$ cat src/rtl/core/dimct_pkg.sv
// ----------------------------------------------------------------------------
// dimct_pkg
// Types, codes and the operation sequence of the double integrator cost unit.
// ----------------------------------------------------------------------------
`default_nettype none

package dimct_pkg;

	localparam int PC_W = 7;
	localparam int RF_AW = 5;

	typedef enum logic [2:0] {
		OP_ADD,
		OP_SUB,
		OP_MULQ,
		OP_KMUL,
		OP_DIV,
		OP_INIT,
		OP_STEP,
		OP_OUT
	} op_t;

	typedef enum logic [5:0] {
		S_SX0 = 6'd0,
		S_SX1 = 6'd1,
		S_SV0 = 6'd2,
		S_SV1 = 6'd3,
		S_GX0 = 6'd4,
		S_GX1 = 6'd5,
		S_GV0 = 6'd6,
		S_GV1 = 6'd7,
		S_D0 = 6'd8,
		S_D1 = 6'd9,
		S_DV0 = 6'd10,
		S_DV1 = 6'd11,
		S_P = 6'd12,
		S_Q = 6'd13,
		S_R = 6'd14,
		S_TSQ = 6'd15,
		S_TCU = 6'd16,
		S_FV = 6'd17,
		S_DFV = 6'd18,
		S_RATIO = 6'd19,
		S_T0 = 6'd20,
		S_T1 = 6'd21,
		S_TX = 6'd22,
		S_E = 6'd23,
		S_AA = 6'd24,
		S_BB = 6'd25,
		S_COST = 6'd26,
		S_EST = 6'd32,
		S_ZERO = 6'd33,
		S_K2 = 6'd34,
		S_K4 = 6'd35,
		S_K6 = 6'd36,
		S_K12 = 6'd37,
		S_KM4 = 6'd38,
		S_KM6 = 6'd39,
		S_K24 = 6'd40,
		S_KM36 = 6'd41,
		S_IN0 = 6'd42,
		S_IN1 = 6'd43,
		S_IN2 = 6'd44,
		S_IN3 = 6'd45,
		S_IN4 = 6'd46,
		S_IN5 = 6'd47,
		S_IN6 = 6'd48,
		S_IN7 = 6'd49
	} src_t;

	typedef struct packed {
		op_t  op;
		src_t dst;
		src_t sa;
		src_t sb;
	} instr_t;

	typedef struct packed {
		logic   valid;
		logic   load;
		instr_t instr;
	} dp_cmd_t;

	typedef struct packed {
		logic done;
		logic stop;
	} dp_status_t;

	typedef enum logic [1:0] {
		C_IDLE,
		C_ISSUE,
		C_WAIT,
		C_CHECK
	} ctrl_state_t;

	typedef enum logic [1:0] {
		PH_IDLE,
		PH_EXEC,
		PH_MUL,
		PH_DIV
	} dp_phase_t;

	localparam logic [PC_W-1:0] LOOP_PC = 7'd35;
	localparam logic [PC_W-1:0] COST_PC = 7'd50;

	function automatic instr_t mk(op_t op, src_t dst, src_t sa, src_t sb);
		instr_t i;
		i.op = op;
		i.dst = dst;
		i.sa = sa;
		i.sb = sb;
		return i;
	endfunction

	function automatic instr_t prog(logic [PC_W-1:0] pc);
		instr_t i;
		case (pc)
			7'd0:  i = mk(OP_ADD, S_SX0, S_IN0, S_ZERO);
			7'd1:  i = mk(OP_ADD, S_SX1, S_IN1, S_ZERO);
			7'd2:  i = mk(OP_ADD, S_SV0, S_IN2, S_ZERO);
			7'd3:  i = mk(OP_ADD, S_SV1, S_IN3, S_ZERO);
			7'd4:  i = mk(OP_ADD, S_GX0, S_IN4, S_ZERO);
			7'd5:  i = mk(OP_ADD, S_GX1, S_IN5, S_ZERO);
			7'd6:  i = mk(OP_ADD, S_GV0, S_IN6, S_ZERO);
			7'd7:  i = mk(OP_ADD, S_GV1, S_IN7, S_ZERO);
			7'd8:  i = mk(OP_SUB, S_D0, S_GX0, S_SX0);
			7'd9:  i = mk(OP_SUB, S_DV0, S_GV0, S_SV0);
			7'd10: i = mk(OP_SUB, S_D1, S_GX1, S_SX1);
			7'd11: i = mk(OP_SUB, S_DV1, S_GV1, S_SV1);
			7'd12: i = mk(OP_MULQ, S_T0, S_SV0, S_SV0);
			7'd13: i = mk(OP_MULQ, S_T1, S_SV1, S_SV1);
			7'd14: i = mk(OP_ADD, S_T0, S_T0, S_T1);
			7'd15: i = mk(OP_MULQ, S_T1, S_GV0, S_GV0);
			7'd16: i = mk(OP_MULQ, S_TX, S_GV1, S_GV1);
			7'd17: i = mk(OP_ADD, S_T1, S_T1, S_TX);
			7'd18: i = mk(OP_ADD, S_P, S_T0, S_T1);
			7'd19: i = mk(OP_MULQ, S_T0, S_SV0, S_GV0);
			7'd20: i = mk(OP_MULQ, S_T1, S_SV1, S_GV1);
			7'd21: i = mk(OP_ADD, S_T0, S_T0, S_T1);
			7'd22: i = mk(OP_ADD, S_P, S_P, S_T0);
			7'd23: i = mk(OP_KMUL, S_P, S_P, S_KM4);
			7'd24: i = mk(OP_ADD, S_T0, S_SV0, S_GV0);
			7'd25: i = mk(OP_MULQ, S_T0, S_T0, S_D0);
			7'd26: i = mk(OP_ADD, S_T1, S_SV1, S_GV1);
			7'd27: i = mk(OP_MULQ, S_T1, S_T1, S_D1);
			7'd28: i = mk(OP_ADD, S_T0, S_T0, S_T1);
			7'd29: i = mk(OP_KMUL, S_Q, S_T0, S_K24);
			7'd30: i = mk(OP_MULQ, S_T0, S_D0, S_D0);
			7'd31: i = mk(OP_MULQ, S_T1, S_D1, S_D1);
			7'd32: i = mk(OP_ADD, S_T0, S_T0, S_T1);
			7'd33: i = mk(OP_KMUL, S_R, S_T0, S_KM36);
			7'd34: i = mk(OP_INIT, S_T0, S_ZERO, S_ZERO);
			// search round
			7'd35: i = mk(OP_MULQ, S_TSQ, S_EST, S_EST);
			7'd36: i = mk(OP_MULQ, S_TCU, S_TSQ, S_EST);
			7'd37: i = mk(OP_MULQ, S_T0, S_TSQ, S_TSQ);
			7'd38: i = mk(OP_MULQ, S_T1, S_P, S_TSQ);
			7'd39: i = mk(OP_ADD, S_T0, S_T0, S_T1);
			7'd40: i = mk(OP_MULQ, S_T1, S_Q, S_EST);
			7'd41: i = mk(OP_ADD, S_T1, S_T1, S_R);
			7'd42: i = mk(OP_ADD, S_FV, S_T0, S_T1);
			7'd43: i = mk(OP_KMUL, S_T0, S_TCU, S_K4);
			7'd44: i = mk(OP_MULQ, S_T1, S_P, S_EST);
			7'd45: i = mk(OP_KMUL, S_T1, S_T1, S_K2);
			7'd46: i = mk(OP_ADD, S_T0, S_T0, S_T1);
			7'd47: i = mk(OP_ADD, S_DFV, S_T0, S_Q);
			7'd48: i = mk(OP_DIV, S_RATIO, S_FV, S_DFV);
			7'd49: i = mk(OP_STEP, S_T0, S_RATIO, S_FV);
			// cost at the found time
			7'd50: i = mk(OP_MULQ, S_TSQ, S_EST, S_EST);
			7'd51: i = mk(OP_MULQ, S_TCU, S_TSQ, S_EST);
			7'd52: i = mk(OP_ADD, S_COST, S_EST, S_ZERO);
			7'd53: i = mk(OP_MULQ, S_E, S_SV0, S_EST);
			7'd54: i = mk(OP_SUB, S_E, S_D0, S_E);
			7'd55: i = mk(OP_KMUL, S_T0, S_DV0, S_K4);
			7'd56: i = mk(OP_DIV, S_T0, S_T0, S_EST);
			7'd57: i = mk(OP_KMUL, S_T1, S_E, S_K6);
			7'd58: i = mk(OP_DIV, S_T1, S_T1, S_TSQ);
			7'd59: i = mk(OP_SUB, S_AA, S_T0, S_T1);
			7'd60: i = mk(OP_KMUL, S_T0, S_DV0, S_KM6);
			7'd61: i = mk(OP_DIV, S_T0, S_T0, S_TSQ);
			7'd62: i = mk(OP_KMUL, S_T1, S_E, S_K12);
			7'd63: i = mk(OP_DIV, S_T1, S_T1, S_TCU);
			7'd64: i = mk(OP_ADD, S_BB, S_T0, S_T1);
			7'd65: i = mk(OP_MULQ, S_T0, S_DV0, S_AA);
			7'd66: i = mk(OP_ADD, S_COST, S_COST, S_T0);
			7'd67: i = mk(OP_MULQ, S_T0, S_BB, S_E);
			7'd68: i = mk(OP_ADD, S_COST, S_COST, S_T0);
			7'd69: i = mk(OP_MULQ, S_E, S_SV1, S_EST);
			7'd70: i = mk(OP_SUB, S_E, S_D1, S_E);
			7'd71: i = mk(OP_KMUL, S_T0, S_DV1, S_K4);
			7'd72: i = mk(OP_DIV, S_T0, S_T0, S_EST);
			7'd73: i = mk(OP_KMUL, S_T1, S_E, S_K6);
			7'd74: i = mk(OP_DIV, S_T1, S_T1, S_TSQ);
			7'd75: i = mk(OP_SUB, S_AA, S_T0, S_T1);
			7'd76: i = mk(OP_KMUL, S_T0, S_DV1, S_KM6);
			7'd77: i = mk(OP_DIV, S_T0, S_T0, S_TSQ);
			7'd78: i = mk(OP_KMUL, S_T1, S_E, S_K12);
			7'd79: i = mk(OP_DIV, S_T1, S_T1, S_TCU);
			7'd80: i = mk(OP_ADD, S_BB, S_T0, S_T1);
			7'd81: i = mk(OP_MULQ, S_T0, S_DV1, S_AA);
			7'd82: i = mk(OP_ADD, S_COST, S_COST, S_T0);
			7'd83: i = mk(OP_MULQ, S_T0, S_BB, S_E);
			7'd84: i = mk(OP_ADD, S_COST, S_COST, S_T0);
			default: i = mk(OP_OUT, S_T0, S_COST, S_ZERO);
		endcase
		return i;
	endfunction

endpackage

`default_nettype wire

$ cat src/rtl/core/dimct_ctrl.sv
// ----------------------------------------------------------------------------
// dimct_ctrl
// Sequencer: steps the operation list and runs the root search loop.
// ----------------------------------------------------------------------------
`default_nettype none

module dimct_ctrl import dimct_pkg::*; (
	input  wire logic       clk,
	input  wire logic       arst_n,
	input  wire logic       start,
	output logic            busy,
	input  wire logic [7:0] iteration_limit,
	output dp_cmd_t         cmd,
	input  wire dp_status_t status
);

	ctrl_state_t     state_q, state_d;
	logic [PC_W-1:0] pc_q, pc_d;
	logic [7:0]      cnt_q, cnt_d;

	always_ff @(posedge clk or negedge arst_n) begin
		if (!arst_n) begin
			state_q <= C_IDLE;
			pc_q <= '0;
			cnt_q <= '0;
		end else begin
			state_q <= state_d;
			pc_q <= pc_d;
			cnt_q <= cnt_d;
		end
	end

	always_comb begin
		state_d = state_q;
		pc_d = pc_q;
		cnt_d = cnt_q;
		cmd.valid = 1'b0;
		cmd.load = 1'b0;
		cmd.instr = prog(pc_q);
		case (state_q)
			C_IDLE: begin
				if (start) begin
					cmd.load = 1'b1;
					pc_d = '0;
					cnt_d = '0;
					state_d = C_ISSUE;
				end
			end
			C_ISSUE: begin
				cmd.valid = 1'b1;
				state_d = C_WAIT;
			end
			C_WAIT: begin
				if (status.done) begin
					case (cmd.instr.op)
						OP_INIT: begin
							state_d = C_CHECK;
						end
						OP_STEP: begin
							if (status.stop) begin
								pc_d = COST_PC;
								state_d = C_ISSUE;
							end else begin
								cnt_d = cnt_q + 1'b1;
								state_d = C_CHECK;
							end
						end
						OP_OUT: begin
							state_d = C_IDLE;
						end
						default: begin
							pc_d = pc_q + 1'b1;
							state_d = C_ISSUE;
						end
					endcase
				end
			end
			C_CHECK: begin
				pc_d = (cnt_q < iteration_limit) ? LOOP_PC : COST_PC;
				state_d = C_ISSUE;
			end
			default: begin
				state_d = C_IDLE;
			end
		endcase
	end

	assign busy = (state_q != C_IDLE);

endmodule

`default_nettype wire

$ cat config.mk
export PLATFORM = sky130hd
export DESIGN_NAME = dimct_ctrl
export DESIGN_NICKNAME = d
export VERILOG_FILES = /design/src/rtl/core/dimct_pkg.sv /design/src/rtl/core/dimct_ctrl.sv
export SDC_FILE = /design/constraint.sdc
export NUM_CORES = 1
export LEC_CHECK = 0
export BUFFER_PORTS_ARGS = -buffer_cell sky130_fd_sc_hd__buf_2
export CAP_MARGIN = 20
export CORE_MARGIN = 2
export CORE_UTILIZATION = 50
export DETAILED_ROUTE_END_ITERATION = 16
export GPL_TIMING_DRIVEN = 0
export PLACE_DENSITY_LB_ADDON = 0.05
export SETUP_SLACK_MARGIN = 0.4
export SLEW_MARGIN = 20
export SYNTH_ARGS = -nofsm -noshare
export SYNTH_HDL_FRONTEND = slang
export SYNTH_SLANG_ARGS = --single-unit
$ cat constraint.sdc
create_clock -name clk -period 3.56 [get_ports clk]
set_input_delay 0.356 -clock clk [delete_from_list [all_inputs] [get_ports clk]]
set_output_delay 0.356 -clock clk [all_outputs]
set_load 0.005 [all_outputs]
==> report_table.html <==
<table>
<tr><th>Metric</th><th>Value</th></tr>
<tr><th colspan="2">Synth</th></tr>
<tr><td>Predominant post-synthesis flop cell</td><td>dfrtp_1</td></tr>
<tr><td>Post-Syn Nets</td><td>540</td></tr>
<tr><td>Post-synth design cell area</td><td>3354 um^2</td></tr>
<tr><td>Number of instances in the synthesized netlist</td><td>502</td></tr>
<tr><td>Total of flip-flops plus latches after synthesis</td><td>17</td></tr>
<tr><td>YS warnings</td><td>0</td></tr>
<tr><td>Synthesized area divided by synthesized cell count</td><td>6.682 um^2</td></tr>
<tr><td>Synth async-reset ratio</td><td>100.0%</td></tr>
<tr><td>Number of synthesized flops with an enable pin</td><td>0</td></tr>
<tr><td>Number of distinct standard cells referenced by the synthesized netlist</td><td>73</td></tr>
<tr><td>Sequential share of the synthesized area</td><td>12.68%</td></tr>
<tr><th colspan="2">Cells and area</th></tr>
<tr><td>Non-Filler Cell Area, Final</td><td>3882 um^2</td></tr>
<tr><td>Synthesis-to-layout area growth</td><td>15.74%</td></tr>
<tr><td>Count of antenna diodes in the layout</td><td>0</td></tr>
<tr><td># nets final</td><td>590</td></tr>
<tr><td>Fraction of final layout cells with drive strength greater than 1</td><td>19.96%</td></tr>
<tr><td>Most frequent standard cell in the layout excluding fill and tap cells</td><td>o21ai_0</td></tr>
<tr><td>Top library cells by usage in the layout, fill and taps aside</td><td>o21ai_0, nand2_1, buf_2</td></tr>
<tr><th colspan="2">Die</th></tr>
<tr><td>Total core area</td><td>6422 um^2</td></tr>
<tr><td>Die boundary width</td><td>85.91 um</td></tr>
<tr><td>Initial Utilization</td><td>52.23%</td></tr>
<tr><td>Height of the die</td><td>85.91 um</td></tr>
<tr><td>Area enclosed by the die boundary</td><td>7381 um^2</td></tr>
<tr><td>Row Count</td><td>29</td></tr>
<tr><td>Number of placed I/O pins</td><td>37</td></tr>
<tr><th colspan="2">Worst setup path</th></tr>
<tr><td>Kind of start point of the critical path</td><td>flip-flop</td></tr>
<tr><td>Highest cell delay on the worst timing path</td><td>0.52 ns</td></tr>
<tr><td>Start-to-end type of the worst setup path</td><td>flip-flop to output port</td></tr>
<tr><td>Ordered list of cells on the worst path</td><td>inv_1, ha_2, or3b_1, o2111ai_2, a31oi_2, o31ai_4, inv_1, buf_2</td></tr>
<tr><td>Max stage delay cell, worst path</td><td>dfrtp_2</td></tr>
<tr><td>Number of cells traversed by the worst register-to-register path</td><td>9</td></tr>
<tr><td>Critical path required time</td><td>3.20 ns</td></tr>
<tr><td>Data arrival time at the worst-slack endpoint</td><td>2.80 ns</td></tr>
<tr><td>Most prevalent standard cell on the critical path</td><td>inv_1</td></tr>
<tr><td>Worst setup EP type</td><td>output port</td></tr>
<tr><td>Max FO, Critical Path</td><td>12</td></tr>
<tr><th colspan="2">Global route</th></tr>
<tr><td>Global route total overflow</td><td>0</td></tr>
<tr><td>Global routing met2 resource utilization</td><td>54.40%</td></tr>
<tr><td>Antenna violations before repair</td><td>0</td></tr>
<tr><td>Met1 usage</td><td>51.45%</td></tr>
<tr><td>Met3 global-route usage</td><td>13.76%</td></tr>
<tr><td>Combined global-route utilization of all metal layers</td><td>38.40%</td></tr>
<tr><td>Global-route layer with the greatest usage</td><td>met2</td></tr>
<tr><td>Vias in the first global route</td><td>4255</td></tr>
<tr><td>Pin count of the biggest net entering global routing</td><td>18</td></tr>
<tr><td>Wire length of the first global-routing pass</td><td>22.22 mm</td></tr>
<tr><th colspan="2">Clocking</th></tr>
<tr><td>Insertion delay to the later sink of the worst-skew pair</td><td>0.26 ns</td></tr>
<tr><td>TritonCTS clock tree</td><td>done</td></tr>
<tr><td>Number of CTS-inserted buffers</td><td>3</td></tr>
<tr><td>Htree depth</td><td>1</td></tr>
<tr><td>Buffers from clock root to sink, at most</td><td>2</td></tr>
<tr><td>Root buffer selected by CTS</td><td>clkbuf_8</td></tr>
<tr><td>Clock Sinks</td><td>17</td></tr>
<tr><td>Reg clk slew, reported paths</td><td>0.07 ns</td></tr>
<tr><th colspan="2">Timing</th></tr>
<tr><td>Setup violations, final</td><td>0</td></tr>
<tr><td>Max_slew headroom</td><td>44.04%</td></tr>
<tr><td>Unrepaired setup endpoints after global routing</td><td>true</td></tr>
<tr><td>Final Cycle Share</td><td>88.71%</td></tr>
<tr><td>Slew Viols, Final</td><td>0</td></tr>
<tr><td>Transition time at the pin with the least slew margin</td><td>0.8376 ns</td></tr>
<tr><td>Final worst path period need</td><td>3.158 ns</td></tr>
<tr><td>Hold Violations, Final</td><td>0</td></tr>
<tr><td>Setup TNS</td><td>0 ns</td></tr>
<tr><td>Final WS setup</td><td>0.4019 ns</td></tr>
<tr><td>Maximum clock frequency</td><td>316.6 MHz</td></tr>
<tr><td>Worst Skew</td><td>0.008274 ns</td></tr>
<tr><th colspan="2">Power</th></tr>
<tr><td>Power density of the placed cells</td><td>745.2 nW/um^2</td></tr>
<tr><td>Leak</td><td>1.604 nW</td></tr>
<tr><td>Peak supply drop</td><td>0.4314 mV</td></tr>
<tr><th colspan="2">Placed design</th></tr>
<tr><td>Setup Slack @ Placement</td><td>-0.3857 ns</td></tr>
<tr><td>Total half-perimeter wirelength after legalization and detailed placement</td><td>10.11 mm</td></tr>
<tr><td>Post-placement cell area</td><td>3626 um^2</td></tr>
<tr><td>Weighted congestion at the end of routability-driven global placement</td><td>1.072</td></tr>
<tr><td>Number of port buffers</td><td>35</td></tr>
<tr><th colspan="2">Routing</th></tr>
<tr><td>Violation count after the first detailed-routing iteration</td><td>972</td></tr>
<tr><td>Vias</td><td>4576</td></tr>
<tr><td>DRC violation count after routing</td><td>0</td></tr>
<tr><td>First-pass iteration count of the detailed router</td><td>7</td></tr>
<tr><td>Routed vias/inst</td><td>7.287</td></tr>
<tr><td>Post-DRT Antenna Nets</td><td>0</td></tr>
<tr><td>Detail-routed net length per standard cell</td><td>23.24 um</td></tr>
<tr><td>Total length of routed wires</td><td>14.59 mm</td></tr>
<tr><th colspan="2">Min path</th></tr>
<tr><td>HP Class</td><td>input pin to async pin</td></tr>
<tr><th colspan="2">Job</th></tr>
<tr><td>Max-capacitance violation count</td><td>0</td></tr>
<tr><th colspan="2">Outcome</th></tr>
<tr><td>Status</td><td>completed</td></tr>
</table>
[state kept, by name (all words and copies together) (netlist names)]
signal,flops
state_q,2
pc_q,7
cnt_q,8
[synth_stat cells (4+ instances only)]
master      n  share of area (%)
a211oi_1    8                1.8
a21oi_1    39                5.8
a221oi_1    4                1.0
a22oi_1     5                1.1
a2bb2oi_1   4                1.0
a31oi_1     7                1.3
and2_1      5               0.93
buf_1      11                1.2
buf_2       5               0.75
clkbuf_1   30                3.4
dfrtp_1    17                 13
ha_1       25                9.3
inv_1      28                3.1
mux2i_1     7                2.1
nand2_1    49                5.5
nand2b_1    9                1.7
nand3_1    23                3.4
nand4_1     5               0.93
nor2_1     41                4.6
nor2b_1    10                1.9
nor3_1      7                1.0
o211ai_1   13                2.9
o21ai_0    52                7.8
o21ai_1     4               0.60
o221ai_1    4                1.0
o22ai_1     8                1.5
o2bb2ai_1   5                1.3
or3_1       7                1.3
xnor2_1     5                1.3
[timing repair]
action / CTS / global route
gates resized for setup: 26 / 34
hold buffers: 0 / 0
setup buffers: 4 / 6
pin swaps: 2 / 3
endpoints found under the setup margin: 37 / 35
[metrics by stage]
stage                     util, %  instances  total power (W)  hold WS (ns)
after floorplan                 -        502         0.001710       0.06041
after global placement      56.46        614         0.002387        0.2959
after detailed placement    56.46        614         0.002380        0.3022
after CTS                   58.80        622         0.002636       0.02095
after global routing        60.45        628         0.003039       0.04333
final                       60.45        628         0.002893      0.005878
[worst paths after layout]
check,startpoint,to,slack (ns)
hold reg to reg,cnt_q[7],cnt_q[7],0.51
max in group asynchronous,arst_n,pc_q[1],3.25
hold / removal,arst_n,state_q[0],0.006
setup reg to reg,pc_q[0],pc_q[3],0.41
min in group clk,cnt_q[7],cnt_q[7],0.51
setup / recovery,pc_q[0],cmd[19],0.40
[power breakdown]
group,switching (W),internal (W)
sequential,0.0000584,0.000231
clock,0.0000712,0.0000779
combinational,0.00154,0.000918
total,0.00167,0.00123
[worst max-delay path, delay by kind of cell (launching register included)]
family / cells / cell delay, ns
AOI/OAI and AO/OA: 3 / 0.80
DFF: 1 / 0.52
and+or+nand+nor: 1 / 0.50
buffers and inverters: 3 / 0.42
adders and majority gates: 1 / 0.29
[cell type report]
cell class              instances  area (um^2)
multi-input cells             408         2701
fillers                       618         2540
flip-flops and latches         17        429.2
repair buffers                 45        250.2
plain buffers                  48        246.5
inverters                      29        112.6
well taps                      77        96.34
clock buffers                   3        41.29
clock inverters                 1        5.005
[cells by family after synthesis]
| logic type | after synthesis | share of synthesized area, % |
|---|---|---|
| compound gates | 195 | 39.16 |
| xor+xnor | 7 | 1.828 |
| fa+ha+maj | 25 | 9.325 |
| buf+inv | 77 | 9.026 |
| flops | 17 | 12.68 |
| mux | 9 | 2.760 |
| other cells | 1 | 0.1118 |
| simple gates | 171 | 25.10 |
[layer usage]
metal	share of wire (%)	wire length, um
met4	6.7	983
met2	40	5784
met3	17	2421
met5	0	0
met1	37	5403
Power figures use the tool's default switching activity.
